## config.mk

```make
export PLATFORM = sky130hd
export DESIGN_NAME = csp_queue
export DESIGN_NICKNAME = d
export VERILOG_FILES = /design/src/design/csp_pkg.sv /design/src/design/csp_queue.sv
export SDC_FILE = /design/constraint.sdc
export NUM_CORES = 1
export LEC_CHECK = 0
export ABC_CLOCK_PERIOD_IN_PS = 4900
export BUFFER_PORTS_ARGS = -buffer_cell sky130_fd_sc_hd__buf_2
export CAP_MARGIN = 20
export CORE_UTILIZATION = 44
export CTS_BUF_LIST = sky130_fd_sc_hd__clkbuf_16
export CTS_CLUSTER_SIZE = 14
export DETAILED_ROUTE_END_ITERATION = 8
export GPL_TIMING_DRIVEN = 0
export PLACE_DENSITY = 0.77
export SLEW_MARGIN = 5
export SYNTH_ARGS = -nofsm -noshare
export SYNTH_HDL_FRONTEND = slang
export SYNTH_SLANG_ARGS = --single-unit
```

## constraint.sdc

```tcl
create_clock -name clk -period 4.9 [get_ports clk]
set_input_delay 0.245 -clock clk [delete_from_list [all_inputs] [get_ports clk]]
set_output_delay 0.245 -clock clk [all_outputs]
set_load 0.01 [all_outputs]
```

## src/design/csp_pkg.sv

```systemverilog
`default_nettype none
// ----------------------------------------------------------------------------
// csp_pkg
// Shared types and constants for the Catmull-Rom spline point block.
// ----------------------------------------------------------------------------
package csp_pkg;

  localparam int unsigned STEP_W      = 16;
  localparam int unsigned FIELD_W     = 32;
  localparam int unsigned QUEUE_DEPTH = 4;
  localparam int unsigned QPTR_W      = 2;
  localparam int unsigned QCNT_W      = 3;

  typedef struct packed {
    logic                      advance;
    logic                      restart;
    logic [STEP_W-1:0]         step_dt;
    logic signed [FIELD_W-1:0] ctrl_a;
    logic signed [FIELD_W-1:0] ctrl_b;
    logic signed [FIELD_W-1:0] ctrl_c;
    logic signed [FIELD_W-1:0] ctrl_d;
  } in_item_t;

  typedef struct packed {
    logic signed [FIELD_W-1:0] point_coord;
    logic                      clipped;
  } out_item_t;

  // handshake between the queue and its neighbors
  typedef struct packed {
    logic push;
    logic full;
  } q_wr_ctl_t;

  typedef struct packed {
    logic pop;
    logic not_empty;
  } q_rd_ctl_t;

endpackage
`default_nettype wire

```

## src/design/csp_queue.sv

```systemverilog
`default_nettype none
// ----------------------------------------------------------------------------
// csp_queue
// Small first-in first-out queue between the front and the back.
// ----------------------------------------------------------------------------
module csp_queue #(
  parameter int unsigned W = 165
) (
  input  wire logic                  clk,
  input  wire logic                  rst_n,
  input  wire csp_pkg::q_wr_ctl_t    wr_ctl,
  input  wire logic [W-1:0]          wr_data,
  input  wire logic                  pop,
  output csp_pkg::q_rd_ctl_t         rd_ctl,
  output logic                       full,
  output logic [W-1:0]               rd_data
);
  import csp_pkg::*;

  logic [W-1:0]      slot_r [QUEUE_DEPTH];
  logic [QPTR_W-1:0] wr_ptr_r, wr_ptr_nxt;
  logic [QPTR_W-1:0] rd_ptr_r, rd_ptr_nxt;
  logic [QCNT_W-1:0] count_r, count_nxt;
  logic              do_push, do_pop;

  assign full     = (count_r == QCNT_W'(QUEUE_DEPTH));
  assign do_push  = wr_ctl.push && !wr_ctl.full;
  assign do_pop   = pop && (count_r != '0);
  assign rd_data  = slot_r[rd_ptr_r];

  assign rd_ctl.pop       = do_pop;
  assign rd_ctl.not_empty = (count_r != '0);

  always_comb begin
    wr_ptr_nxt = do_push ? wr_ptr_r + 1'b1 : wr_ptr_r;
    rd_ptr_nxt = do_pop  ? rd_ptr_r + 1'b1 : rd_ptr_r;
    count_nxt  = count_r;
    if (do_push && !do_pop) begin
      count_nxt = count_r + 1'b1;
    end else if (do_pop && !do_push) begin
      count_nxt = count_r - 1'b1;
    end
  end

  always_ff @(posedge clk) begin
    if (!rst_n) begin
      wr_ptr_r <= '0;
      rd_ptr_r <= '0;
      count_r  <= '0;
    end else begin
      wr_ptr_r <= wr_ptr_nxt;
      rd_ptr_r <= rd_ptr_nxt;
      count_r  <= count_nxt;
    end
  end

  always_ff @(posedge clk) begin
    if (do_push) begin
      slot_r[wr_ptr_r] <= wr_data;
    end
  end

endmodule
`default_nettype wire

```

==> impl_results.md, run 1 <==
* Xor/xnor share of the synthesized area at 0.179%
* Synth Area in Compound Gates at 0.138%
* Share of post-route cells with drive strength above 1 at 42.4%
* Fin util at about 57%
* # hold bufs at CTS at between 150 and 200
* Cells after DPL at around 2,000
* Worst path cell trace: clkbuf_1, buf_8, buf_2, mux4_2, buf_2
* Detail Placement HPWL at 30.8 mm
* Final WL at approximately 52 mm
* Synth warn at 0
* Clk_lat worst skew at 0.62 ns
* Final worst path period need at roughly 2.6 ns
* # H-tree levels at 3
* WP data arrival at roughly 2.4 ns
* WHS at roughly 0.13 ns
* Seq/Total Area, Yosys at 81.9%
* Number of max-cap violations at 0
* Final slew viol count at 0
* Tot GR Track Use at 18.4%
* Clk pin slew, worst setup/hold paths at 0.06 ns
* Commonest non-fill, non-tap cells in the layout: edfxtp_1, buf_2, dlygate4sd3_1, mux4_2, clkbuf_16
* Setup CP Type: flop to primary output
* CP max stage cell: mux4_2
* Worst VDD drop at ~450 µV
* Synthesis-to-finish area growth at 28.4%
* Syn_area_per_cell at 26.9 µm²
* Setup bufs post-CTS at 0
* RSZ-0062 raised after global routing: no
* Power per standard cell area at 476 mW/mm²
* Largest net degree at the start of global routing at 56
* TritonCTS clock tree: yes
* Startpoint Class: flop
* Ports at 338
* CTS-repair resized insts at 0
* Final setup fails at 0
* Die footprint at 0.0565 mm²
* Leakage at 10.6 nW
* Worst Hold Class: input pin to flop
* Post-DRT Antenna Nets at 0
* Rows at 86
* Fin area at between 0.03 and 0.04 mm²
* Relative slew slack at 52.6%
* Final Hold Viols at 0
* Dpl cell area at 0.0274 mm²
* Simple-Gate Fraction of Synth Area at 0.389%
* Starting Density at ~44%
* Final Cycle Share at 53.2%
* Commonest non-fill, non-tap cell in the layout: edfxtp_1
* Synthesized area at 0.0244 mm²
* DR vias/cell at 5.12
* Core area at 0.0550 mm²
* DRC at 0
* Slew @ Worst Pin at 0.711 ns
* Mapped Nets at around 1,100
* Post-Synthesis Cells at 909
* WP buf/inv at 4
* Max Buffers Root-to-Sink at 3
* Via count at around 12,000
* Family with the most delay on the worst path: buffers and inverters
* Worst EP required at 4.66 ns
* Setup crit end kind: primary output
* First-pass GRT wire length at 76.6 mm
* DP Worst Slack at around 2.4 ns
* Crit path max fanout at 10
* NumNets Final at around 1,700
* GPL Wtd Cong at 0.721
* Filler Cells Inserted at 3,897
* WL/cell at 22.4 µm
* Crit-path most repeated cell: buf_2
* Main combinational cell family by area after synthesis: multiplexers
* 1st-pass router iterations at 4
* Post-synthesis adder-cell area fraction at less than 1%
* Die X-Extent at 238 µm
* Fmax at 383 MHz
* Cell variety after synth at 23
* Setup ws final at 2.29 ns
* Outcome: complete, no violations
* Number of port buffers at 337
* DRT iter0 DRCs at roughly 690
* Final Skew at 0.0177 ns
* Number of CTS-inserted buffers at a little under 70
* Die height at around 240 µm
* Vias in the first global route at between 10,000 and 15,000
* Post-synthesis mux area share at around 15%
* Biggest cell delay along the critical path at 0.40 ns
* Final non-filler cell total at between 2,000 and 2,500
* Initial antenna violation count at 4
* Clk sinks at 669
* CTS root buf: clkbuf_16
* Total congestion overflow at 0
* Yosys reg bits at 669
[power by group]
part	total, W	switching (W)	internal [W]
Clock	0.00524	0.00220	0.00304
Combinational	0.00320	0.00154	0.00167
Sequential	0.00650	0.0000578	0.00644
Total	0.0149	0.00379	0.0111
[Yosys cell counts (all sizes together)]
master	number	area share, %
o311ai	1	0.036
ha	5	0.26
xor2	1	0.036
nor2b	3	0.077
mux2i	2	0.082
xnor2	4	0.14
o21ai	1	0.020
or3	2	0.051
dfxtp	9	0.74
fa	1	0.082
mux4	165	15
a21boi	1	0.031
buf	36	1.7
inv	4	0.061
clkbuf	3	0.046
edfxtp	660	81
and2	9	0.23
nor3b	1	0.031
o31ai	1	0.051
[sequential cells by signal, summed over array words and instances (netlist names), named ones only]
signal    flops
slot_r      660
rd_ptr_r      2
wr_ptr_r      2
count_r       3
[cells by family after synthesis]
group / count (synthesis)
XOR/XNOR: 5
buffers and inverters: 43
flip-flops: 669
adder cells (fa/ha/maj): 6
AND/OR/NAND/NOR: 15
AO/OA/AOI/OAI: 4
multiplexers: 167
[per-layer routing]
metal | share of wire, % | GRT usage (%) | vias to the layer above | wire (µm)
met1 | 39 | 22.2 | 6151 | 20000
met4 | 3.1 | 7.33 | 2 | 1590
met5 | 0.021 | 0 | - | 11
li1 | - | - | 5133 | -
met2 | 52 | 31.4 | 391 | 26700
met3 | 6.3 | 5.04 | 96 | 3270
[layout make-up]
| class | instances | area (µm²) | area share (%) |
|---|---|---|---|
| clock buffer | 69 | 1730 | 5.50 |
| timing repair buffer | 516 | 3690 | 11.7 |
| clock inverter | 55 | 579 | 1.85 |
| multi-input combinational | 197 | 4000 | 12.8 |
| sequential | 669 | 20000 | 63.7 |
| antenna | 2 | 5.00 | 0.0160 |
| buffer | 39 | 428 | 1.36 |
| tap | 748 | 936 | 2.98 |
| inverter | 4 | 15.0 | 0.0479 |
[per-stage QoR]
stage          power, W  setup TNS [ns]
6_report         0.0149               0
5_1_grt          0.0155               0
4_1_cts          0.0151               0
3_5_place_dp    0.00973               0
3_3_place_gp    0.00968         -0.0307
2_1_floorplan   0.00867               0
[worst min-delay path: cells and delay by family]
family / cells / cell delay, ns
xor gates and xnor gates: 1 / 0.08
and+or+nand+nor: 1 / 0.15
AOI/OAI and AO/OA: 1 / 0.10
buffers and inverters: 1 / 0.12
[path summary, 6_finish.rpt]
path	from	to	slack, ns	cells after the start
max	flop	rd_data[50]	2.29	5
min	pop	rd_ptr_r[0]	0.13	4
max reg2reg	count_r[0]	count_r[2]	2.55	7
min reg2reg	wr_ptr_r[1]	wr_ptr_r[1]	0.56	2
No activity file was read; power rests on OpenSTA's default activity.
==> run 2, diff against run 1 <==
--- a/config.mk
+++ b/config.mk
@@ -5,7 +5,7 @@
 export SDC_FILE = /design/constraint.sdc
 export NUM_CORES = 1
 export LEC_CHECK = 0
-export ABC_CLOCK_PERIOD_IN_PS = 4900
+export ABC_CLOCK_PERIOD_IN_PS = 2200
 export BUFFER_PORTS_ARGS = -buffer_cell sky130_fd_sc_hd__buf_2
 export CAP_MARGIN = 20
 export CORE_UTILIZATION = 44
==> constraint.sdc (replaced) <==
create_clock -name clk -period 2.2 [get_ports clk]
set_input_delay 0.11 -clock clk [delete_from_list [all_inputs] [get_ports clk]]
set_output_delay 0.11 -clock clk [all_outputs]
set_load 0.01 [all_outputs]
==> run 2 against run 1 <==
Effect of this change:
- largest power group unchanged
- register-to-register slack lost 2.5 ns
- worst setup slack lost 2.3 ns
- clock power grew 100%
- critical path depth is the same
- first-iteration DRC count shrank 11%
- combinational power grew to 2.8 times the previous value
- via count grew 0.68%
- the run now ends with setup timing left
- largest cell class unchanged
- non-clock buffer count grew 17
- critical endpoint is now rd_data[49]
- design area grew 2.9%
- die area is the same
- highest routed layer is now met4
- clock-buffer cell count grew 3
- final cell count grew 0.61%
==> impl_results.md, run 2 (synthesis gave the netlist of run 1 again) <==
* Max FFs per register at 660
* Final Hold Viols at 0
* Number of port buffers at roughly 340
* Worst VDD drop at 676 µV
* Ports at roughly 340
* Max Buffers Root-to-Sink at 3
* Final slew viol count at 0
* Startpoint Class: flop
* Top reg by flops: slot_r
* CTS root buf: clkbuf_16
* Worst Hold Class: input pin to flop
* Share of post-route cells with drive strength above 1 at between 40% and 50%
* Starting Density at 44.4%
* Number of CTS-inserted buffers at between 60 and 70
* Clk sinks at 669
* DRT iter0 DRCs at 615
* Largest net degree at the start of global routing at 55
* Setup ws final at -0.0450 ns
* Via count at 11,900
* Die footprint at between 0.05 and 0.06 mm²
* WP data arrival at around 2.1 ns
* Setup CP Type: flop to primary output
* Final non-filler cell total at 2,313
* Final setup fails at 28
* NumNets Final at 1,690
* Number of max-cap violations at 0
* Worst EP required at 2.09 ns
* Core area at between 0.05 and 0.06 mm²
* Leakage at approximately 11 nW
* Final worst path period need at 2.24 ns
* Post-DRT Antenna Nets at 0
* First-pass GRT wire length at 74.2 mm
* Setup slack, reg-to-reg at about 0.070 ns
* # H-tree levels at 3
* Synthesis-to-finish area growth at 32.1%
* Detail Placement HPWL at 29.2 mm
* Vias in the first global route at around 13,000
* DP Worst Slack at -0.207 ns
* Final Cycle Share at 102%
* Fin util at 58.7%
* TritonCTS clock tree: yes
* Power per standard cell area at 1050 mW/mm²
* Cells after DPL at about 2,000
* Die X-Extent at 238 µm
* Rows at 86
* Slew @ Worst Pin at 0.601 ns
* Violated checks: setup timing
* Clk_lat worst skew at 0.58 ns
* GPL Wtd Cong at between 0.7 and 0.8
* Final Skew at about 0.018 ns
* WL/cell at 22.5 µm
* Filler Cells Inserted at 3,793
* Relative slew slack at 59.9%
* Final WL at 52.1 mm
* Total congestion overflow at 0
* Fin Setup TNS at -0.395 ns
* Die height at ~240 µm
* Dpl cell area at around 0.027 mm²
* Outcome: complete, but fails checks
* Fmax at 445 MHz
* Fin area at 0.0323 mm²
* 1st-pass router iterations at 5
* Clk pin slew, worst setup/hold paths at roughly 0.060 ns
* DRC at 0
* Commonest non-fill, non-tap cells in the layout: edfxtp_1, buf_2, dlygate4sd3_1, mux4_2, buf_6
* Tot GR Track Use at 17.7%
* Top flop regs: slot_r x660, count_r x3
* Commonest non-fill, non-tap cell in the layout: edfxtp_1
* Crit path max fanout at 10
* Initial antenna violation count at 3
* DR vias/cell at 5.12
* Setup crit end kind: primary output
* RSZ-0062 raised after global routing: yes
[run 2: cell types whose count changed in the layout (fill, tap and decap cells not counted), sizes merged]
cell,previous run,this run
inv,14,16
dlygate4sd3,166,168
clkinv,34,30
and2,9,11
bufinv,8,2
clkinvlp,3,1
buf,386,394
diode,2,4
clkbuf,72,82
[run 2: area by class of cell]
cell class / instances / area (µm²) / share of cell area, %
sequential: 669 / 20000 / 62.0
antenna: 4 / 10.0 / 0.0310
inverter: 4 / 15.0 / 0.0465
tap: 748 / 936 / 2.90
buffer: 39 / 523 / 1.62
multi-input combinational: 199 / 4030 / 12.5
timing repair buffer: 533 / 4680 / 14.5
clock inverter: 45 / 283 / 0.876
clock buffer: 72 / 1800 / 5.58
[run 2: per-stage QoR]
stage                     power, W  hold slack [ns]
final                       0.0340            0.261
after global routing        0.0354            0.241
after CTS                   0.0329            0.138
after detailed placement    0.0216            0.327
after global placement      0.0215            0.319
after floorplan             0.0193            0.209
[run 2: power breakdown]
part	total [W]	switching, W	internal [W]
registers	0.0145	0.000138	0.0144
clock network	0.0107	0.00456	0.00614
logic	0.00886	0.00374	0.00512
[run 2: path summary, 6_finish.rpt]
kind / cells after the start / end / startpoint
hold / removal: 5 / wr_ptr_r[1] / wr_ctl[0]
setup / recovery: 5 / rd_data[49] / flop
hold reg to reg: 2 / count_r[2] / count_r[2]
setup reg to reg: 7 / count_r[2] / count_r[0]
[run 2: per-layer routing]
metal	global-route usage, %	share of wire [%]	up-vias
met5	0	0	-
met4	6.78	2.7	0
met3	4.82	6.5	96
met2	30.7	52	405
met1	20.9	39	6181
li1	-	-	5171
[run 2: critical path, stage by stage, from the launching register on]
cell and delay (ns):
dfxtp_2 0.34, buf_12 0.14, clkbuf_16 0.20, buf_12 0.16, mux4_2 0.55, buf_6 0.15
[run 2: what timing repair did]
item,CTS,global route
pin swaps,0,1
hold buffers,168,0
gates resized for setup,53,131
gates cloned,1,9
endpoints found under the setup margin,197,169
setup buffers,0,8
endpoints found under the hold margin,669,0
