`config.mk`:
```
export PLATFORM = sky130hd
export DESIGN_NAME = csp_front
export DESIGN_NICKNAME = d
export VERILOG_FILES = /design/src/design/csp_pkg.sv /design/src/design/csp_front.sv
export SDC_FILE = /design/constraint.sdc
export NUM_CORES = 1
export LEC_CHECK = 0
export ABC_CLOCK_PERIOD_IN_PS = 7100
export BUFFER_PORTS_ARGS = -buffer_cell sky130_fd_sc_hd__buf_2
export CAP_MARGIN = 10
export CORE_MARGIN = 5
export CORE_UTILIZATION = 57
export DETAILED_ROUTE_END_ITERATION = 10
export HOLD_SLACK_MARGIN = 0.12
export PLACE_DENSITY = 0.88
export SLEW_MARGIN = 20
export SYNTH_ARGS = -nofsm -noshare
export SYNTH_HDL_FRONTEND = slang
export SYNTH_SLANG_ARGS = --single-unit
```
`constraint.sdc`:
```
create_clock -name clk -period 7.1 [get_ports clk]
set_input_delay 0.355 -clock clk [delete_from_list [all_inputs] [get_ports clk]]
set_output_delay 0.355 -clock clk [all_outputs]
set_load 0.1 [all_outputs]
```
`src/design/csp_pkg.sv`:
```
`default_nettype none
// ----------------------------------------------------------------------------
// csp_pkg
// Shared types and constants for the Catmull-Rom spline point block.
// ----------------------------------------------------------------------------
package csp_pkg;

  localparam int unsigned STEP_W      = 16;
  localparam int unsigned FIELD_W     = 32;
  localparam int unsigned QUEUE_DEPTH = 4;
  localparam int unsigned QPTR_W      = 2;
  localparam int unsigned QCNT_W      = 3;

  typedef struct packed {
    logic                      advance;
    logic                      restart;
    logic [STEP_W-1:0]         step_dt;
    logic signed [FIELD_W-1:0] ctrl_a;
    logic signed [FIELD_W-1:0] ctrl_b;
    logic signed [FIELD_W-1:0] ctrl_c;
    logic signed [FIELD_W-1:0] ctrl_d;
  } in_item_t;

  typedef struct packed {
    logic signed [FIELD_W-1:0] point_coord;
    logic                      clipped;
  } out_item_t;

  // handshake between the queue and its neighbors
  typedef struct packed {
    logic push;
    logic full;
  } q_wr_ctl_t;

  typedef struct packed {
    logic pop;
    logic not_empty;
  } q_rd_ctl_t;

endpackage
`default_nettype wire

```
`src/design/csp_front.sv`:
```
`default_nettype none
// ----------------------------------------------------------------------------
// csp_front
// Accepts items, updates the running parameter t and forms the four
// polynomial coefficients, handing {t, c3, c2, c1, c0} to the queue.
// ----------------------------------------------------------------------------
module csp_front #(
  parameter int unsigned CW = 32,
  parameter int unsigned F  = 16
) (
  input  wire logic                       clk,
  input  wire logic                       rst_n,
  input  wire logic                       in_valid,
  input  wire csp_pkg::in_item_t          in_item,
  input  wire logic                       q_full,
  output csp_pkg::q_wr_ctl_t              wr_ctl,
  output logic [(F+1)+4*(CW+4)-1:0]       entry
);
  import csp_pkg::*;

  localparam int unsigned TW = F + 1;
  localparam int unsigned CF = CW + 4;
  localparam int unsigned SW = ((TW > STEP_W) ? TW : STEP_W) + 1;
  localparam logic [SW-1:0] T_ONE_S = SW'(1) << F;

  logic [TW-1:0]         t_r;
  logic [TW-1:0]         t_nxt;
  logic [SW-1:0]         base;
  logic [SW-1:0]         sum;
  logic [TW-1:0]         t_use;
  logic                  accept;
  logic signed [CF-1:0]  a_x, b_x, c_x, d_x;
  logic signed [CF-1:0]  c0, c1, c2, c3;

  assign accept = in_valid && !q_full;

  always_comb begin
    base  = in_item.restart ? '0 : SW'(t_r);
    sum   = base + SW'(in_item.step_dt);
    t_nxt = (sum > T_ONE_S) ? T_ONE_S[TW-1:0] : sum[TW-1:0];
    t_use = in_item.advance ? t_nxt : t_r;
  end

  always_ff @(posedge clk) begin
    if (!rst_n) begin
      t_r <= '0;
    end else if (accept && in_item.advance) begin
      t_r <= t_nxt;
    end
  end

  // control coordinates read as CW-bit two's complement
  always_comb begin
    a_x = CF'($signed(in_item.ctrl_a[CW-1:0]));
    b_x = CF'($signed(in_item.ctrl_b[CW-1:0]));
    c_x = CF'($signed(in_item.ctrl_c[CW-1:0]));
    d_x = CF'($signed(in_item.ctrl_d[CW-1:0]));
    c0  = b_x <<< 1;
    c1  = c_x - a_x;
    c2  = (a_x <<< 1) - ((b_x <<< 2) + b_x) + (c_x <<< 2) - d_x;
    c3  = ((b_x - c_x) <<< 1) + (b_x - c_x) - a_x + d_x;
  end

  assign wr_ctl.push = accept;
  assign wr_ctl.full = q_full;
  assign entry       = {t_use, c3, c2, c1, c0};

endmodule
`default_nettype wire

```
==> metrics.txt, run 1 <==
flip-flop count of the largest register, all copies and words added 17; Worst Setup EP entry[143]; Peak Freq 147 MHz; vias in the first global route ~12k; transition at the pin with the smallest max-transition slack between 900 and 1000 ps; Min-Delay Path Class in2reg; antenna violation net count after detailed routing 0; critical register-to-register path endpoint t_r[14]; sequential area share after synthesis under 10%; count of flip-flops with a built-in enable after synthesis 0; path type of the worst setup path in2out; number of buffers created by CTS 3; number of buffers inserted by port buffering 311; Nets 2303; initial antenna violation count 12; clock slew seen by the registers of the worst setup and hold paths 50 ps; startpoint of the worst-slack reg-to-reg timing path t_r[0]; violation count after the first detailed-routing iteration between 700 and 800; fin worst setup slack slightly above 300 ps; WHS Path Cells 2; worst endpoint data arrival time 6440 ps; sink count of the clock tree 17; chip width 160 µm; Remaining Overflow, GRT 0; number of cells traversed by the worst register-to-register path 14; status completed; buffer depth of the longest clock path 2; Critical Path Fanout Max 8; Final min period 6800 ps; initial core utilization a little under 60%; wirelength, routed between 30000 and 40000 µm; placement row count 54; Final Wtd Congestion 0.970; number of ports placed on the die boundary approximately 310; r2r setup slk around 3900 ps; register containing the most flip-flops in the final layout t_r; multi-input logic area about 11000 µm²; clock tree root buffer cell sky130_fd_sc_hd__clkbuf_16; startpoint of the worst setup timing path in_item[41]; Worst setup EP type output port; largest registers t_r: 17 flops; commonest non-fill, non-tap cell in the layout sky130_fd_sc_hd__buf_2; Overall Global Routing Usage 28.4%; global-route wire length before repair 60800 µm; DIE AREA between 20000 and 30000 µm²; Skew-Pair Late Insertion Delay 250 ps; number of synthesized register bits 17; Avg Cell Area, Syn just over 8 µm²; CTS H-Tree Depth 1; HPWL after detailed placement 33600 µm; maximum number of pins on one net before global-route repair 36; y dimension of the die 160 µm; average detailed-routed wire length per instance 17.9 µm; CTS tree yes; synthesized netlist cell count 1578; area of all placed cells without fillers roughly 15000 µm²; number of failing setup endpoints in the final timing report 0; Worst slew margin 37.5%; placeable core region 22000 µm²; most used cells in the layout excluding fill and tap cells sky130_fd_sc_hd__buf_2 (300), sky130_fd_sc_hd__inv_1 (292), sky130_fd_sc_hd__fa_1 (168), sky130_fd_sc_hd__ha_1 (154), sky130_fd_sc_hd__a21oi_1 (108); number of max-cap violations 0; final number of hold-violating endpoints 0; Slew Limit Fails 0; fill cell instance count of the final layout 1827; first-pass iteration count of the detailed router 7; Distinct cells, synth between 70 and 80; cts-stage hold buffer count 0; area post-placement 14500 µm²; overall via count from detail_route 12.4k; final worst clock skew 8.02 ps; hold_ws 388 ps; number of vias per cell after detailed routing approximately 5.9; drt drc 0; final worst-path cycle share 95.7%; share of final-layout standard cells stronger than drive strength 1 a little under a fifth; post-place setup slack 171 ps; fraction of registers with async set or reset after synthesis 0%; net count after synthesis 2051; total area of sequential cells around 340 µm²; Syn-to-layout area delta 14.3%; Most used DFF post-synth sky130_fd_sc_hd__dfxtp_1; critical path data required time between 6000 and 7000 ps; nature of the critical path startpoint input pin; Yosys warning total 0; combined area of all synthesized cells 12800 µm²
-- through the flow --
stage	util, %	instances	TNS [ps]
3_5_place_dp	65.9	2102	0
4_1_cts	66.2	2106	0
3_3_place_gp	65.9	2102	0
2_1_floorplan	-	1578	0
6_report	66.5	2116	0
5_1_grt	66.5	2115	-32.4
-- Yosys cell counts, drive strengths merged (13+ instances only) --
library cell / number / area share, %
nor2: 78 / 2.3
nand3: 41 / 1.6
xnor2: 82 / 5.6
fa: 168 / 26
o21ai: 73 / 2.9
ha: 155 / 15
a32o: 14 / 1.1
inv: 292 / 8.6
o21bai: 15 / 0.88
and3: 19 / 0.93
xor2: 49 / 3.4
buf: 43 / 2.5
a21oi: 109 / 4.3
nand2: 73 / 2.1
nor3: 19 / 0.74
nor2b: 25 / 1.2
nand2b: 19 / 0.93
a21o: 70 / 4.1
o21a: 17 / 1.0
dfxtp: 17 / 2.7
a31oi: 13 / 0.64
clkbuf: 26 / 0.77
-- worst min-delay path by stage --
stage | start | endpoint | slack (ps)
after floorplan | t_r[12] | t_r[12] | 430
after global placement | t_r[12] | t_r[12] | 440
after detailed placement | t_r[3] | t_r[3] | 450
after CTS | rst_n | t_r[16] | 380
after global routing | rst_n | t_r[16] | 380
final | rst_n | t_r[16] | 390
-- metal layers --
| layer | global-route usage, % | routed length (µm) | vias up |
|---|---|---|---|
| li1 | - | - | 5815 |
| met1 | 32.8 | 14100 | 5955 |
| met2 | 53.6 | 19500 | 547 |
| met3 | 4.18 | 2630 | 120 |
| met4 | 9.66 | 1490 | 10 |
| met5 | 0 | 81 | - |
-- kinds of logic after synthesis --
| logic type | after synthesis | share of synthesized area, % |
|---|---|---|
| AOI/OAI and AO/OA | 410 | 21.7 |
| xor gates and xnor gates | 131 | 8.98 |
| adders and majority gates | 323 | 41.5 |
| buffers and inverters | 361 | 11.8 |
| DFF | 17 | 2.66 |
| muxes | 5 | 0.401 |
| other | 1 | 0.0293 |
| and+or+nand+nor | 330 | 12.9 |
-- worst max-delay path: stages --
cell and delay [ps]:
sky130_fd_sc_hd__buf_2 120, sky130_fd_sc_hd__inv_1 50, sky130_fd_sc_hd__ha_1 340, sky130_fd_sc_hd__and3_1 250
sky130_fd_sc_hd__a221o_1 380, sky130_fd_sc_hd__a221oi_2 290, sky130_fd_sc_hd__nand2b_1 180, sky130_fd_sc_hd__o211ai_1 140
sky130_fd_sc_hd__o21a_1 220, sky130_fd_sc_hd__o21ai_0 160, sky130_fd_sc_hd__nand2b_1 120, sky130_fd_sc_hd__xor2_1 170
sky130_fd_sc_hd__fa_1 480, sky130_fd_sc_hd__inv_1 60, sky130_fd_sc_hd__fa_1 540, sky130_fd_sc_hd__inv_1 50
sky130_fd_sc_hd__ha_2 320, sky130_fd_sc_hd__and2_1 180, sky130_fd_sc_hd__o21ai_0 220, sky130_fd_sc_hd__a21boi_0 140
sky130_fd_sc_hd__o31a_1 300, sky130_fd_sc_hd__o21a_1 200, sky130_fd_sc_hd__a311oi_4 280, sky130_fd_sc_hd__o21ai_2 150
sky130_fd_sc_hd__or4_1 410, sky130_fd_sc_hd__nand3_1 150, sky130_fd_sc_hd__buf_12 190
-- timing repair --
| action | 4_1_cts | 5_1_grt |
|---|---|---|
| setup buffers | 0 | 3 |
| gates resized for setup | 0 | 6 |
| setup endpoints to repair | 0 | 9 |
-- area by class of cell --
class                   instances  share of cell area, %
multi-input cells            1200                   75.1
repair buffers                316                   12.0
diodes                          7                  0.120
inverters                     292                   7.51
flip-flops and latches         17                   2.33
well taps                     280                   2.40
clock buffers                   4                  0.540
Power of run 1 is not shown: default switching activity piles up to over one toggle a cycle in this logic, so the estimate is an artifact.
==> run 2: changes to the inputs <==
- CELL_PAD_IN_SITES_DETAIL_PLACEMENT: unset -> 0
- CELL_PAD_IN_SITES_GLOBAL_PLACEMENT: unset -> 2
- CORE_UTILIZATION: 57 -> 33
- HOLD_SLACK_MARGIN: 0.12 -> 0.05
- PLACE_DENSITY: 0.88 -> 0.89
==> run 2 against run 1 <==
Effect of this change:
- critical path depth unchanged
- fmax up 0.59%
- highest routed layer unchanged
- sequential share of layout area down 0.061 points
==> metrics.txt, run 2 (same netlist as run 1, synthesis figures left out) <==
Syn-to-layout area delta 17.4% (was 14.3%); vias in the first global route 12.1k (was 12.5k); CTS tree yes (unchanged); Worst slew margin 36.0% (was 37.5%); number of vias per cell after detailed routing 5.09 (was 5.88); antenna violation net count after detailed routing 0 (unchanged); initial antenna violation count 19 (was 12); number of buffers inserted by port buffering 311 (unchanged); non-filler instance count after layout 2361 (was 2116); average detailed-routed wire length per instance 17.7 µm (was 17.9 µm); met3 track demand over resource 3.34% (was 4.18%); status completed (unchanged); transition at the pin with the smallest max-transition slack 940 ps (was 932 ps); wirelength, routed 41900 µm (was 37800 µm); violation count after the first detailed-routing iteration 618 (was 748); Peak Freq 148 MHz (was 147 MHz); worst endpoint data arrival time 6400 ps (was 6440 ps); critical path data required time 6740 ps (about the same); Slew Limit Fails 0 (unchanged); Placed Instances 2343 (was 2102); maximum number of pins on one net before global-route repair 36 (unchanged); final number of hold-violating endpoints 0 (unchanged); drt drc 0 (unchanged); number of max-cap violations 0 (unchanged); met1 global-route usage 23.0% (was 32.8%); sink count of the clock tree 17 (unchanged); first-pass iteration count of the detailed router 7 (unchanged); placement row count 72 (was 54); Final min period 6760 ps (was 6800 ps); Critical Path Fanout Max 4 (was 8); r2r setup slk 3630 ps (was 3880 ps); chip width 207 µm (was 160 µm); largest registers t_r: 17 flops (unchanged); overall via count from detail_route 12.0k (was 12.4k); nature of the critical path startpoint input pin (unchanged); Skew-Pair Late Insertion Delay 250 ps (about the same); commonest non-fill, non-tap cell in the layout sky130_fd_sc_hd__buf_2 (unchanged); DIE AREA 42800 µm² (was 25500 µm²); global-route wire length before repair 64200 µm (was 60800 µm); final worst-path cycle share 95.2% (was 95.7%); met2 usage in global routing 35.4% (was 53.6%); number of failing setup endpoints in the final timing report 0 (unchanged); Worst setup EP type output port (unchanged); area of all placed cells without fillers 15000 µm² (was 14600 µm²); Remaining Overflow, GRT 0 (unchanged); Final Wtd Congestion 0.922 (was 0.970); register containing the most flip-flops in the final layout t_r (unchanged); Nets 2304 (was 2303); placeable core region 38500 µm² (was 22000 µm²); y dimension of the die 207 µm (was 160 µm); Min-Delay Path Class in2reg (unchanged); HPWL after detailed placement 38200 µm (was 33600 µm); initial core utilization 33.2% (was 58.2%); path type of the worst setup path in2out (unchanged); clock slew seen by the registers of the worst setup and hold paths 50 ps (about the same); global routing's busiest layer met2 (unchanged); Overall Global Routing Usage 18.9% (was 28.4%); most used cells in the layout excluding fill and tap cells sky130_fd_sc_hd__buf_2 (297), sky130_fd_sc_hd__inv_1 (292), sky130_fd_sc_hd__fa_1 (168), sky130_fd_sc_hd__ha_1 (155), sky130_fd_sc_hd__a21oi_1 (106) (was sky130_fd_sc_hd__buf_2 (300), sky130_fd_sc_hd__inv_1 (292), sky130_fd_sc_hd__fa_1 (168), sky130_fd_sc_hd__ha_1 (154), sky130_fd_sc_hd__a21oi_1 (108)); area post-placement 14800 µm² (was 14500 µm²); flip-flop count of the largest register, all copies and words added 17 (unchanged); CTS H-Tree Depth 1 (unchanged); final worst clock skew 5.77 ps (was 8.02 ps); number of ports placed on the die boundary 313 (unchanged); number of buffers created by CTS 3 (unchanged); buffer depth of the longest clock path 2 (unchanged); clock tree root buffer cell sky130_fd_sc_hd__clkbuf_16 (unchanged); fill cell instance count of the final layout 4083 (was 1827); share of final-layout standard cells stronger than drive strength 1 19.2% (was 19.0%)
## run 2: changes by cell type in the layout (fill, tap and decap cells not counted), sizes merged
cell / change
buf: +1
diode: +6
## run 2: repair_timing
action                                 in CTS  in global routing
setup endpoints to repair                   0                  9
endpoints found under the hold margin       0                  0
setup buffers                               0                  1
gates resized for setup                     0                 12
hold buffers                                0                  0
## run 2: path summary, 6_finish.rpt
kind                            depth (start not counted)    endpoint   startpoint
worst min-delay path                                    2     t_r[16]        rst_n
worst max register to register                         14     t_r[13]       t_r[0]
worst min register to register                          2     t_r[12]      t_r[12]
worst max-delay path                                   27  entry[143]  in_item[41]
## run 2: final cells by class
type	count	area, µm²	share of cell area (%)
Sequential cell	17	340	2.27
Inverter	292	1100	7.31
Antenna cell	13	32.5	0.217
Tap cell	518	648	4.32
Timing Repair Buffer	317	1810	12.1
Multi-Input combinational cell	1200	11000	73.3
Clock buffer	4	78.8	0.526
## run 2: metrics by stage
step | util [%] | hold slack [ps] | setup TNS (ps) | worst slack (ps)
5_1_grt | 38.9 | 394 | -11.3 | -11.3
3_3_place_gp | 38.6 | 436 | 0 | 228
3_5_place_dp | 38.6 | 444 | 0 | 257
2_1_floorplan | - | 425 | 0 | 29.7
6_report | 39.0 | 385 | 0 | 343
4_1_cts | 38.8 | 382 | 0 | 200
## run 2: critical path, cell delays in order
cell                       delay [ps]
sky130_fd_sc_hd__buf_2            130
sky130_fd_sc_hd__inv_1             70
sky130_fd_sc_hd__ha_1             350
sky130_fd_sc_hd__and3_1           230
sky130_fd_sc_hd__a221o_1          380
sky130_fd_sc_hd__a221oi_1         320
sky130_fd_sc_hd__nand2b_1         170
sky130_fd_sc_hd__o211ai_1         140
sky130_fd_sc_hd__o21a_1           210
sky130_fd_sc_hd__o21ai_0          150
sky130_fd_sc_hd__nand2b_1         120
sky130_fd_sc_hd__xor2_1           170
sky130_fd_sc_hd__fa_1             480
sky130_fd_sc_hd__inv_1             50
sky130_fd_sc_hd__fa_1             530
sky130_fd_sc_hd__inv_1             40
sky130_fd_sc_hd__ha_1             290
sky130_fd_sc_hd__and2_1           180
sky130_fd_sc_hd__o21ai_1          160
sky130_fd_sc_hd__a21boi_0         110
sky130_fd_sc_hd__o31a_1           280
sky130_fd_sc_hd__o21a_1           200
sky130_fd_sc_hd__a311oi_4         380
sky130_fd_sc_hd__o21ai_2          140
sky130_fd_sc_hd__or4_1            400
sky130_fd_sc_hd__nand3_1          150
sky130_fd_sc_hd__buf_12           190
## run 2: routing by layer
layer	share of wire, %	wire length [µm]	vias up
met2	52	21700	343
met1	40	16900	5761
met5	0.30	125	-
met3	6.2	2590	60
li1	-	-	5826
met4	1.6	654	18
Power of run 2 is left out for the same reason.
